[config.mk]
export PLATFORM = sky130hd
export DESIGN_NAME = rms_row_normalizer_unit
export DESIGN_NICKNAME = d
export VERILOG_FILES = /design/src/design/rmsn_pkg.sv /design/src/design/rmsn_root_div_unit.sv /design/src/design/rms_row_normalizer_unit.sv
export SDC_FILE = /design/constraint.sdc
export NUM_CORES = 2
export LEC_CHECK = 0
export BUFFER_PORTS_ARGS = -buffer_cell sky130_fd_sc_hd__buf_4
export CORE_AREA = 2 2 533 535
export CTS_CLUSTER_DIAMETER = 80
export DETAILED_ROUTE_END_ITERATION = 7
export DIE_AREA = 0 0 535 537
export GPL_ROUTABILITY_DRIVEN = 0
export SLEW_MARGIN = 40
export SYNTH_ARGS = -nofsm -noshare
export SYNTH_HDL_FRONTEND = slang
export SYNTH_SLANG_ARGS = --single-unit
[constraint.sdc]
create_clock -name clock -period 14.8 [get_ports clock]
set_clock_uncertainty 0.15 [all_clocks]
set_input_delay 1.48 -clock clock [delete_from_list [all_inputs] [get_ports clock]]
set_output_delay 1.48 -clock clock [all_outputs]
set_load 0.02 [all_outputs]
[src/design/rmsn_pkg.sv]
// Shared types and constants for the RMS row normalizer.
// No dependencies; imported by the divide/root unit and the top level.
package rmsn_pkg;

   // Fixed widths of the datapath.
   localparam int SUM_W    = 44;
   localparam int EPS_W    = 24;
   localparam int SCALE_W  = 32;
   localparam int WEIGHT_W = 16;
   localparam int MEAN_W   = 45;
   localparam int NUM_W    = 58;
   localparam int REM_W    = 60;

   // Operation codes of the shared divide/root unit.
   localparam logic OP_DIV  = 1'b0;
   localparam logic OP_SQRT = 1'b1;

   // Command word from the sequencer to the shared unit.
   typedef struct packed {
      logic start;
      logic op;
   } rmsn_cmd_type;

endpackage

[src/design/rmsn_root_div_unit.sv]
// Shared iterative unit: restoring division (one quotient bit per cycle)
// and digit-by-digit integer square root (one root bit per cycle).
// Depends on rmsn_pkg.
module rmsn_root_div_unit (
   input  logic                       clock,
   input  logic                       reset,
   input  rmsn_pkg::rmsn_cmd_type     cmd,
   input  logic [rmsn_pkg::NUM_W-1:0] num_i,
   input  logic [rmsn_pkg::MEAN_W-1:0] den_i,
   output logic                       done,
   output logic [rmsn_pkg::NUM_W-1:0] result
);
   import rmsn_pkg::*;

   localparam int CNT_W = 6;
   localparam logic [CNT_W-1:0] DIV_STEPS  = CNT_W'(NUM_W);
   localparam logic [CNT_W-1:0] SQRT_STEPS = CNT_W'(NUM_W / 2);

   logic [NUM_W-1:0]  num_ff, num_in;
   logic [REM_W-1:0]  rem_ff, rem_in;
   logic [NUM_W-1:0]  res_ff, res_in;
   logic [MEAN_W-1:0] den_ff;
   logic [CNT_W-1:0]  steps_ff;
   logic              busy_ff, done_ff, op_ff;
   logic [REM_W-1:0]  shifted, trial;
   logic              fits;

   // One compare-and-subtract step, shared by both operations.
   always_comb begin
      if (op_ff == OP_SQRT) begin
         shifted = {rem_ff[REM_W-3:0], num_ff[NUM_W-1:NUM_W-2]};
         trial   = {res_ff, 2'b01};
         num_in  = {num_ff[NUM_W-3:0], 2'b00};
      end else begin
         shifted = {rem_ff[REM_W-2:0], num_ff[NUM_W-1]};
         trial   = {{(REM_W-MEAN_W){1'b0}}, den_ff};
         num_in  = {num_ff[NUM_W-2:0], 1'b0};
      end
      fits   = (shifted >= trial);
      rem_in = fits ? (shifted - trial) : shifted;
      res_in = {res_ff[NUM_W-2:0], fits};
   end

   // Step counter and working registers.
   always_ff @(posedge clock) begin
      if (reset) begin
         busy_ff <= 1'b0;
         done_ff <= 1'b0;
      end else begin
         done_ff <= 1'b0;
         if (cmd.start) begin
            busy_ff  <= 1'b1;
            op_ff    <= cmd.op;
            num_ff   <= num_i;
            den_ff   <= den_i;
            rem_ff   <= '0;
            res_ff   <= '0;
            steps_ff <= (cmd.op == OP_SQRT) ? SQRT_STEPS : DIV_STEPS;
         end else if (busy_ff) begin
            num_ff   <= num_in;
            rem_ff   <= rem_in;
            res_ff   <= res_in;
            steps_ff <= steps_ff - 1'b1;
            if (steps_ff == CNT_W'(1)) begin
               busy_ff <= 1'b0;
               done_ff <= 1'b1;
            end
         end
      end
   end

   assign done   = done_ff;
   assign result = res_ff;

endmodule

[src/design/rms_row_normalizer_unit.sv]
// RMS row normalizer. The row-end accumulate word runs two 58-step divides
// (sum by count and 2^56 by the mean) and a 29-step root, all on one shared
// unit. For a normalize word, the first product is registered in ST_MUL1 and
// the result register loads in ST_MUL2, later while an earlier result waits.
// One word is in flight at a time. Synchronous active-high reset clears the
// sum, count, scale and overflow flag and sets epsilon to 17.
// Depends on rmsn_pkg and rmsn_root_div_unit.
module rms_row_normalizer_unit #(
   parameter int MAX_ROW      = 8192,
   parameter int SAMPLE_WIDTH = 16
) (
   input  logic clock,
   input  logic reset,
   // Input channel.
   input  logic req_tvalid,
   output logic req_tready,
   // tdata: sample [SAMPLE_WIDTH-1:0], channel_weight next 16 bits, zero pad.
   input  logic [((SAMPLE_WIDTH+16+7)/8)*8-1:0] req_tdata,
   // tuser: kind.
   input  logic req_tuser,
   input  logic req_tlast,
   // Result channel.
   output logic rsp_tvalid,
   input  logic rsp_tready,
   // tdata: normalized [SAMPLE_WIDTH-1:0], zero pad.
   output logic [((SAMPLE_WIDTH+7)/8)*8-1:0] rsp_tdata,
   // tuser: clipped.
   output logic rsp_tuser,
   output logic rsp_tlast,
   // Configuration: epsilon.
   input  logic csr_we,
   input  logic [rmsn_pkg::EPS_W-1:0] csr_wdata
);
   import rmsn_pkg::*;

   localparam int SW      = SAMPLE_WIDTH;
   localparam int CW      = $clog2(MAX_ROW + 1);
   localparam int SQ_W    = 2 * SW;
   localparam int ADD_W   = ((SQ_W > SUM_W) ? SQ_W : SUM_W) + 1;
   localparam int P1_W    = SW + SCALE_W;
   localparam int T_W     = SW + 17;
   localparam int P2_W    = T_W + WEIGHT_W;
   localparam int R_W     = T_W + 5;
   localparam int OUT_DW  = ((SW + 7) / 8) * 8;
   localparam logic [CW-1:0] COUNT_MAX = CW'(MAX_ROW);
   localparam logic [SUM_W-1:0] SUM_CAP = {SUM_W{1'b1}};

   typedef enum logic [2:0] {
      ST_IDLE, ST_ACC, ST_DIV1, ST_DIV2, ST_SQRT, ST_MUL1, ST_MUL2
   } state_type;

   state_type          state_ff;
   logic [EPS_W-1:0]   eps_ff;
   logic [SUM_W-1:0]   sum_ff;
   logic [CW-1:0]      count_ff;
   logic [SCALE_W-1:0] scale_ff;
   logic               ovf_ff;
   logic [SW-1:0]      smag_ff;
   logic [WEIGHT_W-1:0] wmag_ff;
   logic               neg_ff, last_ff, counted_ff;
   logic [T_W-1:0]     t_ff;
   logic               rsp_valid_ff, rsp_last_ff, rsp_clip_ff;
   logic [SW-1:0]      rsp_data_ff;
   rmsn_cmd_type       cmd_ff;
   logic [NUM_W-1:0]   num_ff;
   logic [MEAN_W-1:0]  den_ff;
   logic               unit_done;
   logic [NUM_W-1:0]   unit_res;

   logic               accept;
   logic [SW-1:0]      s_raw, s_mag;
   logic [WEIGHT_W-1:0] w_raw, w_mag;
   logic [SQ_W-1:0]    square;
   logic [ADD_W-1:0]   sum_wide;
   logic [SUM_W-1:0]   sum_next;
   logic               sum_sat;
   logic [SUM_W-1:0]   quot;
   logic [MEAN_W-1:0]  mean;
   logic [P1_W:0]      p1;
   logic [P2_W:0]      p2;
   logic [R_W-1:0]     r_mag, limit, r_sat;
   logic               r_clip;
   logic [SW-1:0]      r_val;

   assign accept     = req_tvalid && req_tready;
   assign req_tready = (state_ff == ST_IDLE);
   assign s_raw      = req_tdata[SW-1:0];
   assign w_raw      = req_tdata[SW+WEIGHT_W-1:SW];
   assign s_mag      = s_raw[SW-1] ? (~s_raw + 1'b1) : s_raw;
   assign w_mag      = w_raw[WEIGHT_W-1] ? (~w_raw + 1'b1) : w_raw;

   // Square and saturating add to the running sum.
   always_comb begin
      square   = SQ_W'(smag_ff) * SQ_W'(smag_ff);
      sum_wide = ADD_W'(square) + ADD_W'(sum_ff);
      sum_sat  = (sum_wide > ADD_W'(SUM_CAP)) && counted_ff;
      if (!counted_ff) begin
         sum_next = sum_ff;
      end else if (sum_sat) begin
         sum_next = SUM_CAP;
      end else begin
         sum_next = sum_wide[SUM_W-1:0];
      end
   end

   // Mean plus epsilon, forced to one when zero.
   always_comb begin
      quot = (state_ff == ST_DIV1) ? unit_res[SUM_W-1:0] : '0;
      mean = MEAN_W'(quot) + MEAN_W'(eps_ff);
      if (mean == '0) begin
         mean = MEAN_W'(1);
      end
   end

   // Two rounded multiplies and saturation.
   always_comb begin
      p1     = (P1_W+1)'(smag_ff) * (P1_W+1)'(scale_ff) + (P1_W+1)'(1 << 15);
      p2     = (P2_W+1)'(t_ff) * (P2_W+1)'(wmag_ff) + (P2_W+1)'(1 << 11);
      r_mag  = p2[P2_W:12];
      limit  = neg_ff ? (R_W'(1) << (SW - 1)) : ((R_W'(1) << (SW - 1)) - 1'b1);
      r_clip = (r_mag > limit);
      r_sat  = r_clip ? limit : r_mag;
      r_val  = neg_ff ? (~r_sat[SW-1:0] + 1'b1) : r_sat[SW-1:0];
   end

   // Sequencer with datapath and result registers.
   always_ff @(posedge clock) begin
      if (reset) begin
         state_ff     <= ST_IDLE;
         eps_ff       <= EPS_W'(17);
         sum_ff       <= '0;
         count_ff     <= '0;
         scale_ff     <= '0;
         ovf_ff       <= 1'b0;
         rsp_valid_ff <= 1'b0;
         cmd_ff       <= '0;
      end else begin
         // A start pulse lasts one cycle; no new start is issued meanwhile.
         if (cmd_ff.start) begin
            cmd_ff.start <= 1'b0;
         end
         if (csr_we) begin
            eps_ff <= csr_wdata;
         end
         if (rsp_valid_ff && rsp_tready && (state_ff != ST_MUL2)) begin
            rsp_valid_ff <= 1'b0;
         end
         case (state_ff)
            ST_IDLE: begin
               if (accept) begin
                  smag_ff    <= s_mag;
                  wmag_ff    <= w_mag;
                  neg_ff     <= s_raw[SW-1] ^ w_raw[WEIGHT_W-1];
                  last_ff    <= req_tlast;
                  counted_ff <= (count_ff < COUNT_MAX);
                  if (count_ff >= COUNT_MAX) begin
                     ovf_ff <= 1'b1;
                  end else begin
                     count_ff <= count_ff + 1'b1;
                  end
                  state_ff <= req_tuser ? ST_MUL1 : ST_ACC;
               end
            end
            ST_ACC: begin
               if (sum_sat) begin
                  ovf_ff <= 1'b1;
               end
               if (!last_ff) begin
                  sum_ff   <= sum_next;
                  state_ff <= ST_IDLE;
               end else begin
                  sum_ff   <= '0;
                  count_ff <= '0;
                  cmd_ff   <= '{start: 1'b1, op: OP_DIV};
                  if (count_ff == '0) begin
                     num_ff   <= NUM_W'(1) << 56;
                     den_ff   <= mean;
                     state_ff <= ST_DIV2;
                  end else begin
                     num_ff   <= NUM_W'(sum_next);
                     den_ff   <= MEAN_W'(count_ff);
                     state_ff <= ST_DIV1;
                  end
               end
            end
            ST_DIV1: begin
               if (unit_done) begin
                  num_ff   <= NUM_W'(1) << 56;
                  den_ff   <= mean;
                  cmd_ff   <= '{start: 1'b1, op: OP_DIV};
                  state_ff <= ST_DIV2;
               end
            end
            ST_DIV2: begin
               if (unit_done) begin
                  num_ff   <= unit_res;
                  cmd_ff   <= '{start: 1'b1, op: OP_SQRT};
                  state_ff <= ST_SQRT;
               end
            end
            ST_SQRT: begin
               if (unit_done) begin
                  scale_ff <= unit_res[SCALE_W-1:0];
                  state_ff <= ST_IDLE;
               end
            end
            ST_MUL1: begin
               t_ff     <= p1[P1_W:16];
               state_ff <= ST_MUL2;
            end
            ST_MUL2: begin
               if (!rsp_valid_ff || rsp_tready) begin
                  rsp_valid_ff <= 1'b1;
                  rsp_data_ff  <= r_val;
                  rsp_last_ff  <= last_ff;
                  rsp_clip_ff  <= r_clip || ovf_ff;
                  if (last_ff) begin
                     count_ff <= '0;
                     ovf_ff   <= 1'b0;
                  end
                  state_ff <= ST_IDLE;
               end
            end
            default: begin
               state_ff <= ST_IDLE;
            end
         endcase
      end
   end

   rmsn_root_div_unit u_root_div (
      .clock  (clock),
      .reset  (reset),
      .cmd    (cmd_ff),
      .num_i  (num_ff),
      .den_i  (den_ff),
      .done   (unit_done),
      .result (unit_res)
   );

   assign rsp_tvalid = rsp_valid_ff;
   assign rsp_tdata  = OUT_DW'(rsp_data_ff);
   assign rsp_tuser  = rsp_clip_ff;
   assign rsp_tlast  = rsp_last_ff;

endmodule
======== Yosys cells after proc, flatten, opt, wreduce, memory -nomap -nowiden ========
Cells that the tools add are included.
storage, ports and cells
  bits in read-only memories .............. 0
  bits in latches ......................... 0
  memories kept ........................... 0
  RAM bits ................................ 0
  flip-flop bits (word level) ............. 539
  word-level logic and storage cells ...... 160
  output and inout port bits .............. 20
  bits of input ports ..................... 63
cells by class
  div/mod/pow operators ................... 0
  add/subtract/negate cells ............... 10
  mux-type cells .......................... 61
  multipliers ............................. 3
  shifts and indexed selects .............. 0
  $lt $le $gt $ge ......................... 5
  reduce and logical (&&, ||, !) cells .... 27
  eq/ne operators ......................... 18
  bitwise operators ....................... 6
operators by type and width
  kind                      number
  $mux W58                  7
  $mux W45                  4
  $mux W44                  4
  $pmux W58 S3              1
  $mux W60                  2
  $mux W59                  2
  $pmux W45 S2              1
  $ge A60 B60 Y1            1
  $sub A59 B59 Y59          1
  $mux W57                  1
  $mux W14                  4
  $add A49 B12 Y50 const B  1
  $add A48 B16 Y49 const B  1
  $mul A33 B16 Y49          1
  $add A16 B1 Y16 const B   3
  $mul A16 B32 Y48          1
  $mux W16                  3
  $not A16 Y16              3
  $add A32 B44 Y45          1
  $add A44 B24 Y45          1
  $gt A45 B44 Y1 const B    1
  $logic_not A45 Y1         1
  $pmux W14 S3              1
  $gt A38 B16 Y1            1
  other kinds (35)          83

======== Depth between registers and ports, before layout ========
  depth after elaboration ................. 9
  depth in mapped cells ................... 45
  depth with buffers taken out ............ 42

======== Hierarchy ========
Synthesis repeated with hierarchy kept, for this count alone.
second synthesis, totals
  cells, all modules ...................... 7,661
  area total of the unflattened synthesis .. 71,359.7 um^2
by module, submodules not included
  module                   cells each  area each (um^2)  instances
  rms_row_normalizer_unit  6,351       56,999.7          1
  rmsn_root_div_unit       1,310       14,360.0          1

======== Least setup slack after synthesis ========
No wires, ideal clock.
  path kind ............................... input-to-reg
  from .................................... input port reset
  to ...................................... register u_root_div.num_ff[0], enable pin
  path buffers ............................ 2
  library setup time ...................... 0.726 ns
  slack ................................... 4.499 ns
  stages .................................. 3
  data arrival time ....................... 9.425 ns
  cells stage by stage .................... clkbuf_1 clkbuf_1 nor2_1
between the ends
  word-level cells in the longest chain between the ends .. 2
ends and longest elaborated chain
  item                         RTL line                       source
  start, declared              rms_row_normalizer_unit.sv:13  input logic reset,
  $not A1 Y1 (no line)         n/a
  $reduce_and A2 Y1 (no line)  n/a
  end signal, assigned         rmsn_root_div_unit.sv:54       num_ff <= num_i;
  end signal, assigned         rmsn_root_div_unit.sv:60       num_ff <= num_in;
  end, declared                rmsn_root_div_unit.sv:19       logic [NUM_W-1:0] num_ff, num_in;
Every way passes these cells.
A chain may end at the register's enable or synchronous reset.

======== Final worst setup path ========
  from .................................... register t_ff[6]
  to ...................................... register rsp_data_ff[14], in the netlist rsp_tdata[14] (data pin)
between the ends
  word-level cells in the longest chain between the ends .. 7
ends and longest elaborated chain
  item                    RTL line                        source
  start, declared         rms_row_normalizer_unit.sv:61   logic [T_W-1:0] t_ff;
  start signal, assigned  rms_row_normalizer_unit.sv:208  t_ff <= p1[P1_W:16];
  $mul A33 B16 Y49 (*)    rms_row_normalizer_unit.sv:118  p2 = (P2_W+1)'(t_ff) * (P2_W+1)'(wmag_ff) + (P2_W+1)'(1 << 11);
  $add A49 B12 Y50 (*)    rms_row_normalizer_unit.sv:118
  $gt A38 B16 Y1          rms_row_normalizer_unit.sv:121  r_clip = (r_mag > limit);
  $mux W16 (*)            rms_row_normalizer_unit.sv:122  r_sat = r_clip ? limit : r_mag;
  $not A16 Y16            rms_row_normalizer_unit.sv:123  r_val = neg_ff ? (~r_sat[SW-1:0] + 1'b1) : r_sat[SW-1:0];
  $add A16 B1 Y16         rms_row_normalizer_unit.sv:123
  $mux W16 (*)            rms_row_normalizer_unit.sv:123
  net r_val[14]           rms_row_normalizer_unit.sv:83   logic [SW-1:0] r_val;
  end signal, assigned    rms_row_normalizer_unit.sv:214  rsp_data_ff <= r_val;
  end, declared           rms_row_normalizer_unit.sv:63   logic [SW-1:0] rsp_data_ff;
Mark *: on every way through the listed nets, which the timed path passes. The rest lies on a longest branch.

==> flow_results.org <==
** Drt
- Final antenna-violating net count :: 0
- After detailed routing, the number of remaining DRC violations is 0.
- For this block, the routed nets add up to 191000 um of wire.
- Number of detailed-routing iterations run before antenna repair :: 6
- In the routed layout, each cell is associated on average with a via count of 4.60.
- After detailed routing, the average wire length per cell comes to 17.0 um.
- Across all layers, the routed design uses 51766 vias.
- DRT iter0 DRCs :: 3982

** Die
- For this configuration, the core starts out at a cell density of 24.9%.
- The floorplan has 195 rows.
- The floorplan step set the die height to 537 um.
- The core region is 281000 um2.
- Full die area :: 287000 um2
- For this design the top-level I/O count stands at 83.
- The floorplan step set the die width to 535 um.

** Synthesis
- Of the synthesized area, sequential elements account for 21.3%.
- The synthesized netlist occupies a cell area of 70200 um2.
- Of all flip-flops after synthesis, the portion carrying an async set or reset was 0%.
- Post-Syn Area per Cell :: 9.23 um2
- The number of different library cells used by synthesis comes to 92.
- The synthesized design contains 539 register bits.
- Post-Syn Nets :: 9228
- During synthesis, Yosys emitted a total of 0 warnings.
- In this run, synthesis inferred 416 flip-flops with an integrated enable.
- Synthesized instance count :: 7604
- Ys flop type :: edfxtp_1

** Setup path
- On the critical path, the stage with the largest delay is an instance of edfxtp_1.
- Crit path top cell by count :: fa_1
- For the worst setup path, the data arrival time is 11.33 ns.
- Along the worst path, the maximum fanout reaches 32.
- At the worst endpoint, the required time is 15.07 ns.
- Critical path startpoint category :: register
- The critical path is of the register to register type.
- Setup crit end kind :: register
- Worst reg-to-reg path cell count :: 40
- Critical Path Max Stage Delay :: 0.71 ns

** Clock tree
- Clock tree from TritonCTS :: yes
- For this design, the CTS-stage hold fixing added 0 buffers.
- Insertion delay of the later-clocked pin in the worst-skew pair :: 0.69 ns
- Number of buffers inserted during clock tree synthesis :: 70
- Clock Sinks :: 539
- Cell at the root of the clock tree :: clkbuf_16
- Post-CTS timing repair inserted 0 buffers for setup.
- The longest clock path from root to sink contains 3 buffers.
- After clock tree synthesis, the clock-pin slew on the worst setup and hold paths is 0.07 ns.
- After clock tree synthesis, the repair step resized 0 gates.
- CTS built an H-tree with a depth of 3.

** Cells and area
- Commonest non-fill, non-tap cells in the layout :: inv_1, nand2_1, fa_1, ha_1, and2_1
- # nets final :: 9086
- Relative to the synthesized area, the layout overhead comes to 10.1%.
- After filler insertion, the fill cell instance count of the layout stands at 29939.
- Leaving out fill and tap cells, the most frequent cell in the layout is inv_1.
- Share of final-layout standard cells stronger than drive strength 1 :: 5.59%

** STA
- After layout, the worst path uses 74.8% of the clock period.
- Setup repair after global routing left no endpoint under its margin.
- Max_slew headroom :: 36.8%
- In the final timing run, aggregate negative setup slack is 0 ns.
- Setup violations remaining at the end of the flow were counted as 0.
- Shortest clock period the worst path allows after layout :: 11.06 ns
- For this run, the top clock speed supported by timing is 90.4 MHz.
- The max-slew violation total from the final report came to 0.
- Worst Max-Slew Pin Slew :: 0.949 ns
- The number of hold violations in the final report came to 0.

** Global routing
- The number of antenna violations at the first check in global routing was 12.
- Via count of the first global-routing pass :: 52881
- Summed over all layers, the global routing overflow is 0.
- In the global route stage, overall resource usage came out at 13.4%.
- The first global-routing pass estimated 305000 um of wire.
- Maximum number of pins on one net before global-route repair :: 178

** Job
- Across the run, the number of max-cap violations was 0.

** Placed design
- The HPWL after detailed placement is 140000 um.
- Port buffering added 82 buffers.

** Min path
- Kind of path behind the tightest hold check :: register to register
- Counting instances, the worst hold path has a depth of 0.

** Status
- Status :: completed
==> worst max-delay path: cells and delay by family (launching register included) <==
family	cells	cell delay, ns
flip-flops	1	0.71
AO/OA/AOI/OAI	9	2.12
AND/OR/NAND/NOR	15	2.93
adder cells (fa/ha/maj)	9	3.96
XOR/XNOR	1	0.30
buffers and inverters	6	0.59
==> cell families after synthesis <==
family / share of synthesized area [%]
AO/OA/AOI/OAI: 9.03
XOR/XNOR: 2.65
adder cells (fa/ha/maj): 39.0
buffers and inverters: 9.31
flip-flops: 21.3
multiplexers: 2.88
AND/OR/NAND/NOR: 15.8
==> sequential cells by signal (all words and copies together) (netlist names), 14 cells and up <==
register / cells
u_root_div.rem_ff: 59
num_ff: 58
u_root_div.num_ff: 58
u_root_div.result: 58
den_ff: 45
u_root_div.den_ff: 45
sum_ff: 44
t_ff: 33
scale_ff: 32
eps_ff: 24
rsp_tdata: 16
smag_ff: 16
wmag_ff: 16
count_ff: 14
==> final timing paths <==
| kind | from | to | slack [ns] |
|---|---|---|---|
| worst max-delay path | t_ff[6]$_DFFE_PP_ | rsp_tdata[14]$_DFFE_PP_ | 3.74 |
| worst min-delay path | den_ff[9]$_DFFE_PP_ | u_root_div.den_ff[9]$_DFFE_PP_ | 0.25 |
| worst max register to register | t_ff[6]$_DFFE_PP_ | rsp_tdata[14]$_DFFE_PP_ | 3.74 |
| worst min register to register | den_ff[9]$_DFFE_PP_ | u_root_div.den_ff[9]$_DFFE_PP_ | 0.25 |
==> cells in the mapped netlist (all sizes together) (26+ instances only) <==
cell,number,area (um2)
inv,1351,5070
nand2,1190,4470
fa,1048,21000
ha,513,6420
and2,447,2800
edfxtp,416,12500
clkbuf,342,1280
a21oi,297,1510
nor2,263,987
o21ai,258,1300
a21o,137,1030
mux2i,131,1310
xnor2,124,1090
dfxtp,123,2460
nor2b,91,569
xor2,88,771
nand3,77,385
mux2,63,709
nor3,60,305
nand4,57,357
and3,49,307
a31oi,42,269
buf,39,171
a211oi,35,278
o21a,33,248
or3,31,194
nand2b,26,163
==> stage by stage <==
stage | hold WS, ns | area, um2 | setup WS, ns | cells | utilization (%)
after floorplan | 0.250 | 70200 | 4.50 | 7604 | -
after global placement | 0.250 | 74700 | 3.88 | 11132 | 26.6
after detailed placement | 0.255 | 74800 | 3.77 | 11132 | 26.6
after CTS | 0.250 | 77200 | 3.74 | 11262 | 27.4
after global routing | 0.255 | 77200 | 2.82 | 11263 | 27.5
final | 0.250 | 77300 | 3.74 | 11265 | 27.5
==> cell type report <==
cell class                 instances  area [um2]  share of cell area [%]
antenna                            2        5.00                 0.00648
clock buffer                      83        1860                    2.41
clock inverter                    47         573                   0.742
inverter                        1352        5070                    6.57
multi-input combinational       5332       48800                    63.2
sequential                       539       15000                    19.4
tap                             3743        4680                    6.06
timing repair buffer             167        1290                    1.67
==> routing by layer <==
layer	vias up	global-route usage, %	wire length [um]
met3	279	1.83	12600
met4	2	3.31	4810
met1	26041	18.6	85700
met2	1564	21.9	87900
li1	23880	-	-
met5	-	0	11
Power is left out: the tool's default activity adds up to more than one toggle a clock period on the data nets, which glitch-free logic cannot reach.
